$ cat src/rtl/pfr_pkg.sv
`timescale 1ns / 1ps
`default_nettype none
// shared types and constants of the page frame replacement block
// no dependencies; every other file except pfr_frame_store imports this package

package pfr_pkg;

   localparam int MAX_FRAMES_DEF = 16;
   localparam int PAGE_BITS_DEF  = 16;

   localparam int PAGE_W   = 16;
   localparam int FRAME_W  = 4;
   localparam int FAULT_W  = 32;
   localparam int POLICY_W = 2;
   localparam int COUNT_W  = 5;

   localparam int CSR_ADDR_W = 3;
   localparam int CSR_DATA_W = 32;
   localparam int REG_IDX_W  = 1;

   localparam logic [REG_IDX_W-1:0] REG_POLICY = 1'b0;
   localparam logic [REG_IDX_W-1:0] REG_FRAMES = 1'b1;

   localparam logic [POLICY_W-1:0] POL_FIFO  = 2'd0;
   localparam logic [POLICY_W-1:0] POL_LRU   = 2'd1;
   localparam logic [POLICY_W-1:0] POL_CLOCK = 2'd2;

   localparam logic [POLICY_W-1:0] POLICY_RST = POL_FIFO;
   localparam logic [COUNT_W-1:0]  FRAMES_RST = 5'd16;

   typedef struct packed {
      logic [POLICY_W-1:0] policy;
      logic [COUNT_W-1:0]  frames;
   } cfg_type;

   typedef enum logic [2:0] {
      ST_IDLE,
      ST_LOOK,
      ST_MOD_OLD,
      ST_MOD_LAST,
      ST_LRU,
      ST_SWEEP,
      ST_VREAD,
      ST_UPDATE
   } state_type;

   typedef enum logic [1:0] {
      KIND_HIT,
      KIND_FILL,
      KIND_REPL
   } kind_type;

   typedef enum logic {
      CMP_EQ,
      CMP_GT
   } cmp_op_type;

endpackage

`default_nettype wire

$ cat src/rtl/pfr_req_if.sv
`timescale 1ns / 1ps
`default_nettype none
// request channel: one page reference per item
// depends on pfr_pkg

interface pfr_req_if;
   import pfr_pkg::*;

   logic              valid;
   logic              ready;
   logic [PAGE_W-1:0] page_number;

   modport source (output valid, output page_number, input ready);
   modport sink   (input valid, input page_number, output ready);
endinterface

`default_nettype wire

$ cat src/rtl/pfr_rsp_if.sv
`timescale 1ns / 1ps
`default_nettype none
// response channel: lookup outcome per item
// depends on pfr_pkg

interface pfr_rsp_if;
   import pfr_pkg::*;

   logic               valid;
   logic               ready;
   logic               hit;
   logic               replaced;
   logic [FRAME_W-1:0] frame_index;
   logic [PAGE_W-1:0]  evicted_page;
   logic [FAULT_W-1:0] fault_total;

   modport source (output valid, output hit, output replaced, output frame_index,
                   output evicted_page, output fault_total, input ready);
   modport sink   (input valid, input hit, input replaced, input frame_index,
                   input evicted_page, input fault_total, output ready);
endinterface

`default_nettype wire

$ cat src/rtl/pfr_csr.sv
`timescale 1ns / 1ps
`default_nettype none
// apb-style configuration registers: policy and frame count
// depends on pfr_pkg

module pfr_csr (
   input  logic                             clock,
   input  logic                             reset,
   input  logic                             psel,
   input  logic                             penable,
   input  logic                             pwrite,
   input  logic [pfr_pkg::CSR_ADDR_W-1:0]   paddr,
   input  logic [pfr_pkg::CSR_DATA_W-1:0]   pwdata,
   output logic [pfr_pkg::CSR_DATA_W-1:0]   prdata,
   output logic                             pready,
   output pfr_pkg::cfg_type                 cfg
);
   import pfr_pkg::*;

   logic [POLICY_W-1:0]  policy_ff;
   logic [COUNT_W-1:0]   frames_ff;
   logic [REG_IDX_W-1:0] reg_idx;
   logic                 wr_en;

   assign reg_idx = paddr[CSR_ADDR_W-1:2];
   assign pready  = 1'b1;
   assign wr_en   = psel && penable && pwrite;

   always_ff @(posedge clock) begin
      if (reset) begin
         policy_ff <= POLICY_RST;
         frames_ff <= FRAMES_RST;
      end else if (wr_en) begin
         unique case (reg_idx)
            REG_POLICY: policy_ff <= pwdata[POLICY_W-1:0];
            REG_FRAMES: frames_ff <= pwdata[COUNT_W-1:0];
            default: ;
         endcase
      end
   end

   always_comb begin
      unique case (reg_idx)
         REG_POLICY: prdata = CSR_DATA_W'(policy_ff);
         REG_FRAMES: prdata = CSR_DATA_W'(frames_ff);
         default:    prdata = '0;
      endcase
   end

   assign cfg.policy = policy_ff;
   assign cfg.frames = frames_ff;

endmodule

`default_nettype wire

$ cat src/rtl/pfr_frame_store.sv
`timescale 1ns / 1ps
`default_nettype none
// page number of each frame: one write port, one registered read port
// no package dependency

module pfr_frame_store #(
   parameter int DEPTH  = 16,
   parameter int ADDR_W = 4,
   parameter int DATA_W = 16
) (
   input  logic              clock,
   input  logic              wr_en,
   input  logic [ADDR_W-1:0] wr_addr,
   input  logic [DATA_W-1:0] wr_data,
   input  logic [ADDR_W-1:0] rd_addr,
   output logic [DATA_W-1:0] rd_data_ff
);

   logic [DATA_W-1:0] mem [DEPTH];

   always_ff @(posedge clock) begin
      if (wr_en) begin
         mem[wr_addr] <= wr_data;
      end
   end

   always_ff @(posedge clock) begin
      rd_data_ff <= mem[rd_addr];
   end

endmodule

`default_nettype wire

$ cat src/rtl/pfr_step_unit.sv
`timescale 1ns / 1ps
`default_nettype none
// shared step unit: index increment and wrap, bound check, reduce step, compare
// depends on pfr_pkg

module pfr_step_unit #(
   parameter int CNT_W = 5,
   parameter int CMP_W = 16
) (
   input  logic [CNT_W-1:0]  op_a,
   input  logic [CNT_W-1:0]  op_lim,
   input  logic [CMP_W-1:0]  op_x,
   input  logic [CMP_W-1:0]  op_y,
   input  pfr_pkg::cmp_op_type op_cmp,
   output logic [CNT_W-1:0]  inc,
   output logic [CNT_W-1:0]  wrap,
   output logic [CNT_W-1:0]  diff,
   output logic              below,
   output logic              cmp_true
);
   import pfr_pkg::*;

   assign inc   = op_a + CNT_W'(1);
   assign wrap  = (inc == op_lim) ? '0 : inc;
   assign below = op_a < op_lim;
   assign diff  = op_a - op_lim;

   always_comb begin
      unique case (op_cmp)
         CMP_EQ:  cmp_true = op_x == op_y;
         CMP_GT:  cmp_true = op_x > op_y;
         default: cmp_true = 1'b0;
      endcase
   end

endmodule

`default_nettype wire

$ cat src/rtl/page_frame_replacement.sv
`timescale 1ns / 1ps
`default_nettype none
// page frame replacement block: sequencer, frame state and result register
// depends on pfr_pkg, pfr_req_if, pfr_rsp_if, pfr_csr, pfr_frame_store, pfr_step_unit
//
//   channel   direction  handshake            payload
//   req_ch    in         valid/ready          page_number
//   rsp_ch    out        valid/ready          hit, replaced, frame_index, evicted_page,
//                                             fault_total
//   apb       in         psel/penable/pready  paddr, pwdata, prdata
//
// n = active frames. hit or fill: accept, lookup over the active frames, update.
// full miss adds the pointer reduction steps for the oldest and last pointers,
// then fifo no search, lru a scan of all active frames or clock hand steps, plus a read.
// every step runs through the one step unit and the one frame store read port.
// synchronous reset; no clearing pass. a new item is taken only in idle;
// a held result stalls the update cycle until the output register frees.

module page_frame_replacement #(
   parameter int MAX_FRAMES = pfr_pkg::MAX_FRAMES_DEF,
   parameter int PAGE_BITS  = pfr_pkg::PAGE_BITS_DEF
) (
   input  logic                            clock,
   input  logic                            reset,
   pfr_req_if.sink                         req_ch,
   pfr_rsp_if.source                       rsp_ch,
   input  logic                            psel,
   input  logic                            penable,
   input  logic                            pwrite,
   input  logic [pfr_pkg::CSR_ADDR_W-1:0]  paddr,
   input  logic [pfr_pkg::CSR_DATA_W-1:0]  pwdata,
   output logic [pfr_pkg::CSR_DATA_W-1:0]  prdata,
   output logic                            pready
);
   import pfr_pkg::*;

   localparam int IW = (MAX_FRAMES > 1) ? $clog2(MAX_FRAMES) : 1;
   localparam int NW = $clog2(MAX_FRAMES + 1);
   localparam int KW = (PAGE_BITS > IW) ? PAGE_BITS : IW;

   cfg_type cfg;

   state_type state_ff, state_in;
   kind_type  kind_ff, kind_in;

   logic [PAGE_BITS-1:0] page_ff, page_in;
   logic [NW-1:0]        n_ff, n_in, n_cfg;
   logic [NW-1:0]        idx_ff, idx_in;
   logic [IW-1:0]        idx_lo;
   logic                 chk_ff, chk_in;
   logic [IW-1:0]        chk_idx_ff, chk_idx_in;
   logic                 have_ff, have_in;
   logic [IW-1:0]        best_ff, best_in;
   logic [IW-1:0]        vic_ff, vic_in;

   logic [MAX_FRAMES-1:0] valid_ff;
   logic [MAX_FRAMES-1:0] use_ff;
   logic [IW-1:0]         rank_ff [MAX_FRAMES];
   logic [IW-1:0]         oldest_ff, oldest_in;
   logic [IW-1:0]         last_ff, last_in;
   logic [NW-1:0]         filled_ff;
   logic [FAULT_W-1:0]    fault_ff, fault_nx;

   logic                 rsp_vld_ff;
   logic                 rsp_hit_ff;
   logic                 rsp_repl_ff;
   logic [FRAME_W-1:0]   rsp_frame_ff;
   logic [PAGE_W-1:0]    rsp_evict_ff;
   logic [FAULT_W-1:0]   rsp_fault_ff;

   logic                 req_fire;
   logic                 use_clr;
   logic                 upd_en;
   logic                 mem_we;
   logic [PAGE_BITS-1:0] rd_data;
   logic [IW-1:0]        rank_rd;
   logic [NW-1:0]        rank_old;

   logic [NW-1:0]        op_a;
   logic [KW-1:0]        op_x, op_y;
   cmp_op_type           op_cmp;
   logic [NW-1:0]        inc, wrap, diff;
   logic                 below, cmp_true;

   pfr_csr u_csr (
      .clock   (clock),
      .reset   (reset),
      .psel    (psel),
      .penable (penable),
      .pwrite  (pwrite),
      .paddr   (paddr),
      .pwdata  (pwdata),
      .prdata  (prdata),
      .pready  (pready),
      .cfg     (cfg)
   );

   pfr_frame_store #(
      .DEPTH  (MAX_FRAMES),
      .ADDR_W (IW),
      .DATA_W (PAGE_BITS)
   ) u_store (
      .clock      (clock),
      .wr_en      (mem_we),
      .wr_addr    (idx_lo),
      .wr_data    (page_ff),
      .rd_addr    (idx_lo),
      .rd_data_ff (rd_data)
   );

   pfr_step_unit #(
      .CNT_W (NW),
      .CMP_W (KW)
   ) u_step (
      .op_a     (op_a),
      .op_lim   (n_ff),
      .op_x     (op_x),
      .op_y     (op_y),
      .op_cmp   (op_cmp),
      .inc      (inc),
      .wrap     (wrap),
      .diff     (diff),
      .below    (below),
      .cmp_true (cmp_true)
   );

   assign idx_lo   = idx_ff[IW-1:0];
   assign rank_rd  = rank_ff[idx_lo];
   assign rank_old = valid_ff[idx_lo] ? NW'(rank_rd) : NW'(MAX_FRAMES);
   assign fault_nx = (&fault_ff) ? fault_ff : fault_ff + FAULT_W'(1);

   assign req_ch.ready = (state_ff == ST_IDLE);
   assign req_fire     = req_ch.valid && req_ch.ready;

   assign rsp_ch.valid        = rsp_vld_ff;
   assign rsp_ch.hit          = rsp_hit_ff;
   assign rsp_ch.replaced     = rsp_repl_ff;
   assign rsp_ch.frame_index  = rsp_frame_ff;
   assign rsp_ch.evicted_page = rsp_evict_ff;
   assign rsp_ch.fault_total  = rsp_fault_ff;

   // active frame count
   always_comb begin
      if (cfg.frames == '0) begin
         n_cfg = NW'(1);
      end else if (int'(cfg.frames) > MAX_FRAMES) begin
         n_cfg = NW'(MAX_FRAMES);
      end else begin
         n_cfg = NW'(cfg.frames);
      end
   end

   // next state
   always_comb begin
      state_in = state_ff;
      unique case (state_ff)
         ST_IDLE: begin
            if (req_fire) state_in = ST_LOOK;
         end
         ST_LOOK: begin
            if (chk_ff && cmp_true) begin
               state_in = ST_UPDATE;
            end else if (!below) begin
               state_in = (filled_ff < n_ff) ? ST_UPDATE : ST_MOD_OLD;
            end
         end
         ST_MOD_OLD: begin
            if (below) state_in = ST_MOD_LAST;
         end
         ST_MOD_LAST: begin
            if (below) begin
               unique case (cfg.policy)
                  POL_LRU:   state_in = ST_LRU;
                  POL_CLOCK: state_in = ST_SWEEP;
                  default:   state_in = ST_VREAD;
               endcase
            end
         end
         ST_LRU: begin
            if (!below) state_in = ST_VREAD;
         end
         ST_SWEEP: begin
            if (!use_ff[idx_lo]) state_in = ST_VREAD;
         end
         ST_VREAD: begin
            state_in = ST_UPDATE;
         end
         ST_UPDATE: begin
            if (!rsp_vld_ff || rsp_ch.ready) state_in = ST_IDLE;
         end
         default: state_in = ST_IDLE;
      endcase
   end

   // datapath controls
   always_comb begin
      idx_in     = idx_ff;
      chk_in     = 1'b0;
      chk_idx_in = chk_idx_ff;
      kind_in    = kind_ff;
      have_in    = have_ff;
      best_in    = best_ff;
      vic_in     = vic_ff;
      oldest_in  = oldest_ff;
      last_in    = last_ff;
      page_in    = page_ff;
      n_in       = n_ff;
      use_clr    = 1'b0;
      upd_en     = 1'b0;
      mem_we     = 1'b0;
      op_a       = idx_ff;
      op_x       = KW'(rd_data);
      op_y       = KW'(page_ff);
      op_cmp     = CMP_EQ;
      unique case (state_ff)
         ST_IDLE: begin
            page_in = PAGE_BITS'(req_ch.page_number);
            n_in    = n_cfg;
            idx_in  = '0;
         end
         ST_LOOK: begin
            if (chk_ff && cmp_true) begin
               kind_in = KIND_HIT;
               idx_in  = NW'(chk_idx_ff);
            end else if (!below) begin
               if (filled_ff < n_ff) begin
                  kind_in = KIND_FILL;
                  idx_in  = filled_ff;
               end else begin
                  kind_in = KIND_REPL;
               end
            end else begin
               chk_in     = valid_ff[idx_lo];
               chk_idx_in = idx_lo;
               idx_in     = inc;
            end
         end
         ST_MOD_OLD: begin
            op_a = NW'(oldest_ff);
            if (!below) oldest_in = IW'(diff);
         end
         ST_MOD_LAST: begin
            op_a = NW'(last_ff);
            if (!below) begin
               last_in = IW'(diff);
            end else begin
               unique case (cfg.policy)
                  POL_LRU: begin
                     idx_in  = '0;
                     have_in = 1'b0;
                     best_in = '0;
                     vic_in  = '0;
                  end
                  POL_CLOCK: idx_in = wrap;
                  default:   idx_in = NW'(oldest_ff);
               endcase
            end
         end
         ST_LRU: begin
            op_x   = KW'(rank_rd);
            op_y   = KW'(best_ff);
            op_cmp = CMP_GT;
            if (below) begin
               if (valid_ff[idx_lo] && (!have_ff || cmp_true)) begin
                  best_in = rank_rd;
                  vic_in  = idx_lo;
                  have_in = 1'b1;
               end
               idx_in = inc;
            end else begin
               idx_in = NW'(vic_ff);
            end
         end
         ST_SWEEP: begin
            if (use_ff[idx_lo]) begin
               use_clr = 1'b1;
               idx_in  = wrap;
            end
         end
         ST_VREAD: ;
         ST_UPDATE: begin
            upd_en = !rsp_vld_ff || rsp_ch.ready;
            mem_we = upd_en && (kind_ff != KIND_HIT);
            if (upd_en && (kind_ff != KIND_HIT)) last_in = idx_lo;
            if (upd_en && (kind_ff == KIND_REPL)) oldest_in = IW'(wrap);
         end
         default: ;
      endcase
   end

   always_ff @(posedge clock) begin
      if (reset) begin
         state_ff <= ST_IDLE;
      end else begin
         state_ff <= state_in;
      end
   end

   always_ff @(posedge clock) begin
      page_ff    <= page_in;
      n_ff       <= n_in;
      idx_ff     <= idx_in;
      chk_idx_ff <= chk_idx_in;
      kind_ff    <= kind_in;
      have_ff    <= have_in;
      best_ff    <= best_in;
      vic_ff     <= vic_in;
   end

   always_ff @(posedge clock) begin
      if (reset) begin
         chk_ff    <= 1'b0;
         valid_ff  <= '0;
         use_ff    <= '0;
         oldest_ff <= '0;
         last_ff   <= '0;
         filled_ff <= '0;
         fault_ff  <= '0;
         for (int j = 0; j < MAX_FRAMES; j++) begin
            rank_ff[j] <= '0;
         end
      end else begin
         chk_ff    <= chk_in;
         oldest_ff <= oldest_in;
         last_ff   <= last_in;
         if (use_clr) use_ff[idx_lo] <= 1'b0;
         if (upd_en) begin
            // promote frame to most recent, age the younger ones
            for (int j = 0; j < MAX_FRAMES; j++) begin
               if ((IW'(j) != idx_lo) && valid_ff[j] && (NW'(rank_ff[j]) < rank_old) &&
                   (rank_ff[j] < IW'(MAX_FRAMES - 1))) begin
                  rank_ff[j] <= rank_ff[j] + IW'(1);
               end
            end
            rank_ff[idx_lo] <= '0;
            use_ff[idx_lo]  <= 1'b1;
            if (kind_ff != KIND_HIT) valid_ff[idx_lo] <= 1'b1;
            if (kind_ff == KIND_FILL) filled_ff <= filled_ff + NW'(1);
            if (kind_ff == KIND_REPL) fault_ff <= fault_nx;
         end
      end
   end

   always_ff @(posedge clock) begin
      if (reset) begin
         rsp_vld_ff <= 1'b0;
      end else if (upd_en) begin
         rsp_vld_ff <= 1'b1;
      end else if (rsp_ch.ready) begin
         rsp_vld_ff <= 1'b0;
      end
   end

   always_ff @(posedge clock) begin
      if (upd_en) begin
         rsp_hit_ff   <= (kind_ff == KIND_HIT);
         rsp_repl_ff  <= (kind_ff == KIND_REPL);
         rsp_frame_ff <= FRAME_W'(idx_lo);
         rsp_evict_ff <= ((kind_ff == KIND_REPL) && valid_ff[idx_lo]) ?
                         PAGE_W'(rd_data) : '0;
         rsp_fault_ff <= (kind_ff == KIND_REPL) ? fault_nx : fault_ff;
      end
   end

`ifndef ASSERT_OFF
   a_filled_matches_valid: assert property (@(posedge clock) disable iff (reset)
      $countones(valid_ff) == int'(filled_ff))
      else $error("filled count differs from resident frames");

   a_hand_in_range: assert property (@(posedge clock) disable iff (reset)
      (state_ff == ST_SWEEP) |-> (idx_ff < n_ff))
      else $error("clock hand beyond active frames");

   a_result_from_update: assert property (@(posedge clock) disable iff (reset)
      $rose(rsp_vld_ff) |-> $past(state_ff == ST_UPDATE))
      else $error("result raised outside update");

   a_fault_monotonic: assert property (@(posedge clock) disable iff (reset)
      (!reset) |=> (fault_ff >= $past(fault_ff)))
      else $error("fault count went down");
`endif

endmodule

`default_nettype wire
$ cat src/flat_wrapper.sv
// flat-port wrapper written by rule: the top's interface ports become plain ports
module page_frame_replacement_flat import pfr_pkg::*;
#(
   parameter int MAX_FRAMES = pfr_pkg::MAX_FRAMES_DEF,
   parameter int PAGE_BITS  = pfr_pkg::PAGE_BITS_DEF
)
  (clock, reset, psel, penable, pwrite, paddr, pwdata, prdata, pready, req_ch_valid, req_ch_page_number, req_ch_ready, rsp_ch_valid, rsp_ch_hit, rsp_ch_replaced, rsp_ch_frame_index, rsp_ch_evicted_page, rsp_ch_fault_total, rsp_ch_ready);
  pfr_req_if req_ch_i ();
  pfr_rsp_if rsp_ch_i ();
  input  logic clock;
  input  logic reset;
  input  logic psel;
  input  logic penable;
  input  logic pwrite;
  input  logic [pfr_pkg::CSR_ADDR_W-1:0] paddr;
  input  logic [pfr_pkg::CSR_DATA_W-1:0] pwdata;
  output logic [pfr_pkg::CSR_DATA_W-1:0] prdata;
  output logic pready;
  input wire logic [$bits(req_ch_i.valid)-1:0] req_ch_valid;
  input wire logic [$bits(req_ch_i.page_number)-1:0] req_ch_page_number;
  output wire logic [$bits(req_ch_i.ready)-1:0] req_ch_ready;
  output wire logic [$bits(rsp_ch_i.valid)-1:0] rsp_ch_valid;
  output wire logic [$bits(rsp_ch_i.hit)-1:0] rsp_ch_hit;
  output wire logic [$bits(rsp_ch_i.replaced)-1:0] rsp_ch_replaced;
  output wire logic [$bits(rsp_ch_i.frame_index)-1:0] rsp_ch_frame_index;
  output wire logic [$bits(rsp_ch_i.evicted_page)-1:0] rsp_ch_evicted_page;
  output wire logic [$bits(rsp_ch_i.fault_total)-1:0] rsp_ch_fault_total;
  input wire logic [$bits(rsp_ch_i.ready)-1:0] rsp_ch_ready;
  assign req_ch_i.valid = req_ch_valid;
  assign req_ch_i.page_number = req_ch_page_number;
  assign req_ch_ready = req_ch_i.ready;
  assign rsp_ch_valid = rsp_ch_i.valid;
  assign rsp_ch_hit = rsp_ch_i.hit;
  assign rsp_ch_replaced = rsp_ch_i.replaced;
  assign rsp_ch_frame_index = rsp_ch_i.frame_index;
  assign rsp_ch_evicted_page = rsp_ch_i.evicted_page;
  assign rsp_ch_fault_total = rsp_ch_i.fault_total;
  assign rsp_ch_i.ready = rsp_ch_ready;
  page_frame_replacement #(.MAX_FRAMES(MAX_FRAMES), .PAGE_BITS(PAGE_BITS)) u_core (.clock(clock), .reset(reset), .req_ch(req_ch_i), .rsp_ch(rsp_ch_i), .psel(psel), .penable(penable), .pwrite(pwrite), .paddr(paddr), .pwdata(pwdata), .prdata(prdata), .pready(pready));
endmodule
$ cat config.mk
export PLATFORM = sky130hd
export DESIGN_NAME = page_frame_replacement_flat
export DESIGN_NICKNAME = d
export VERILOG_FILES = /design/src/rtl/pfr_pkg.sv /design/src/rtl/pfr_req_if.sv /design/src/rtl/pfr_rsp_if.sv /design/src/rtl/pfr_csr.sv /design/src/rtl/pfr_frame_store.sv /design/src/rtl/pfr_step_unit.sv /design/src/rtl/page_frame_replacement.sv /design/src/flat_wrapper.sv
export SDC_FILE = /design/constraint.sdc
export NUM_CORES = 1
export LEC_CHECK = 0
export BUFFER_PORTS_ARGS = -buffer_cell sky130_fd_sc_hd__buf_4
export CAP_MARGIN = 20
export CORE_MARGIN = 4
export CORE_UTILIZATION = 53
export DETAILED_ROUTE_END_ITERATION = 10
export PLACE_DENSITY = 0.8
export SYNTH_ARGS = -nofsm -noshare
export SYNTH_HDL_FRONTEND = slang
export SYNTH_SLANG_ARGS = --single-unit
$ cat constraint.sdc
create_clock -name clock -period 4.1 [get_ports clock]
set_clock_uncertainty 0.1 [all_clocks]
set_input_delay 0.82 -clock clock [delete_from_list [all_inputs] [get_ports clock]]
set_output_delay 0.82 -clock clock [all_outputs]
set_load 0.01 [all_outputs]
==> summary.txt <==
Drt
  – Vias: 16500
  – Drt total wl: 61100 µm
  – Routed len/inst: about 23 µm
  – DR vias/cell: 6.20
  – Pre-antenna DRT Iters: 8
  – Residual DRC count: 0
  – Routed Antenna Nets: 0
  – 1st-iter DRT viols: around 2000

Logic synthesis
  – Synth async-reset ratio: 0%
  – Syn Area/Cell: approximately 13 µm²
  – Post-synth top area cell: edfxtp_1
  – Most frequent cell after synthesis: edfxtp_1
  – Area contributors post-synth: edfxtp_1 (43%), dfxtp_1 (14%), mux4_2 (10%)
  – Number of synthesized flops with an enable pin: roughly 350
  – Distinct cells, synth: 69
  – Post-synth design cell area: between 20000 and 25000 µm²
  – Synthesized netlist cell count: roughly 1900
  – Most used DFF post-synth: edfxtp_1
  – Yosys warns: 0
  – Register area share after synthesis: 57.6%
  – Number of synthesized register bits: ~520
  – Top-area cell type share of the netlist area: a little over two fifths
  – Top cells by count, synth: edfxtp_1 (351), nor2_1 (218), dfxtp_1 (173)

Floorplanning
  – Die width: 222 µm
  – Die Span Y: 222 µm
  – Initial core utilization: 53.6%
  – Full die area: 49400 µm²
  – I/O pin cnt: 147
  – Core Box Area: about 45000 µm²
  – Row cnt: between 70 and 80

Power
  – PwrDens: between 500 and 600 nW/µm²
  – Peak VDD IR: 0.615 mV
  – Leakage: between 10 and 15 nW

STA
  – Slew Viols, Final: 0
  – Crit share post-route: 102%
  – Final setup margin: -69.4 ps
  – Slew headroom: around 36%
  – Final Hold Fails: 0
  – Unrepaired setup endpoints after global routing: yes
  – Worst-Margin Slew: 950 ps
  – Final worst path period need: approximately 4200 ps
  – Max Clk Rate: 240 MHz
  – Final-report setup violation count: 11

Critical path
  – CP Cell Sequence: buf_12, mux4_2, mux4_2, and2_4, a21o_1, ha_4, nor2b_4, o211ai_1, a2111o_1, a31o_4, and2_4, o211ai_1, nand3_1
  – Max FO, Critical Path: 7
  – R2r endpoint: u_core.idx_ff[1]
  – Startpoint types: register
  – CP Buf/Inv Count: 1
  – Cell depth of the worst flop-to-flop path: 13
  – Worst path max stage delay: about 550 ps
  – Largest delay share family, worst path: compound AO/OA/AOI/OAI gates
  – Worst path arrival time: 4410 ps
  – Crit Path Category: reg2reg
  – Critical path's slowest cell: mux4_2
  – FF-to-FF setup slack: -70 ps
  – Critical Path Sink Type: register
  – Critical path required time: 4340 ps

Cells and area
  – Final net count: 2170
  – Final core utilization: between 60 and 70%
  – Reg area: around 14000 µm²
  – Area delta synth->final: 15.0%
  – Fill count: ~3300
  – Multi-input gate area: a little under 10000 µm²
  – Share of cells above drive strength 1: a little over a fifth

Placed design
  – Place WS: between 15 and 20 ps
  – DP HPWL: around 38000 µm
  – IO Port Bufs: between 80 and 90
  – GPL Wtd Cong: ~0.9

Clocking
  – CTS tree: built
  – Root buffer cell: clkbuf_16
  – Max clock buf depth: 3
  – Hold buffers post-CTS: 0
  – Total CTS buffers: between 50 and 60
  – Clock latency at the later pin of the worst-skew pair: 630 ps
  – CTS clk-pin slew, worst paths: around 70 ps
  – # H-tree levels: 2
  – Clock sinks: between 500 and 600

Global route
  – Largest net degree at the start of global routing: 96
  – Initial antenna violation count: 1
  – Vias in the first global route: 16400
  – First-pass GRT wire length: between 90000 and 100000 µm
  – Remaining Overflow, GRT: 0
  – Total track usage: ~24%

Hold path
  – Hold Path Class: in2reg
  – Hold path start: req_ch_page_number[8]
  – Hold path endpoint: u_core.page_ff[8]
  – WHS Path Cells: 1

Job
  – Max-cap violations: 0

Run status
  – Status: finished, violations left
  – Failing checks: negative setup slack
## cell usage in the layout, fill, tap and decap left out, drive strengths merged, types with 5 or more instances in the layout
master    instances
nor2            218
xor2             53
inv              37
mux2i            31
a21o              5
nand2           120
clkbuf           58
dfxtp           173
mux4            108
clkinvlp          5
a211oi            7
edfxtp          351
nand4            25
and2             37
conb             28
a2111oi          16
nand3            78
ha               96
nor4             10
o21ai            66
clkinv           27
mux2              6
xnor2            50
nor3             47
bufinv            8
a211o            17
and3             44
nor2b            11
a221oi            5
or3              17
buf             165
nand2b           25
a21oi            65
## report_power, final
group / switching [mW] / internal, mW
Sequential: 0.369 / 6.10
Combinational: 1.71 / 1.37
Clock: 2.15 / 2.88
## per-layer routing
metal	GRT usage [%]	vias to the layer above	wire length, µm
met1	30.3	8147	22800
met4	9.44	0	2440
met5	0	-	0
li1	-	7243	-
met2	41.7	917	30500
met3	4.41	184	5330
## layout make-up
cell class                 count  area share (%)
clock inverter                41            1.75
sequential                   524            50.1
multi-input combinational   1235            35.5
timing repair buffer         166            4.73
inverter                      36           0.488
clock buffer                  57            4.76
tap                          600            2.69
antenna                        1         0.00895
## sequential cells by signal (all words and copies together), names as in the netlist, 2 cells and up, named ones only
name / count
u_core.fault_ff: 32
u_core.rsp_ch.fault_total: 32
u_core.n_ff: 5
u_core.valid_ff: 16
u_core.u_store.rd_data_ff: 16
u_core.state_ff: 3
u_core.best_ff: 4
u_core.oldest_ff: 4
u_core.vic_ff: 4
u_core.page_ff: 16
u_core.last_ff: 4
u_core.u_csr.frames_ff: 5
u_core.rank_ff: 64
u_core.u_store.mem: 256
u_core.u_csr.policy_ff: 2
u_core.chk_idx_ff: 4
u_core.rsp_ch.evicted_page: 16
u_core.filled_ff: 5
u_core.idx_ff: 5
u_core.kind_ff: 2
u_core.rsp_ch.frame_index: 4
## worst max-delay path by stage
stage	endpoint	slack [ps]	depth (start not counted)
finish	u_core.idx_ff[1]	-70	13
global route	u_core.vic_ff[2]	-120	14
CTS	u_core.vic_ff[2]	-3	14
detailed placement	u_core.idx_ff[3]	20	14
global placement	u_core.best_ff[2]	30	14
floorplan	u_core.best_ff[0]	40	14
## stage by stage
| stage | hold slack, ps | instances | setup TNS, ps | total power, mW | cell area, µm² |
|---|---|---|---|---|---|
| CTS | 238 | 2658 | -13.0 | 14.5 | 27800 |
| floorplan | 343 | 1908 | 0 | 8.42 | 24400 |
| global route | 243 | 2660 | -1220 | 15.1 | 28000 |
| detailed placement | 367 | 2551 | 0 | 9.33 | 25900 |
| finish | 258 | 2660 | -480 | 14.6 | 28000 |
| global placement | 360 | 2551 | 0 | 9.18 | 25900 |
## cell families after synthesis
family	after synthesis	share of synthesized area, %
other	2	0.0309
multiplexers	145	11.6
AO/OA/AOI/OAI	210	6.35
adder cells (fa/ha/maj)	97	5.02
flip-flops	524	57.6
AND/OR/NAND/NOR	650	12.7
buffers and inverters	149	2.80
XOR/XNOR	105	3.90
## repair_timing
action | in CTS | in global routing
endpoints found under the hold margin | 0 | 0
endpoints found under the setup margin | 10 | 35
gates cloned | 1 | 0
gates resized for setup | 7 | 22
buffers inserted | 8 | 0
pin swaps | 1 | 5
Power figures use the tool's default switching activity.
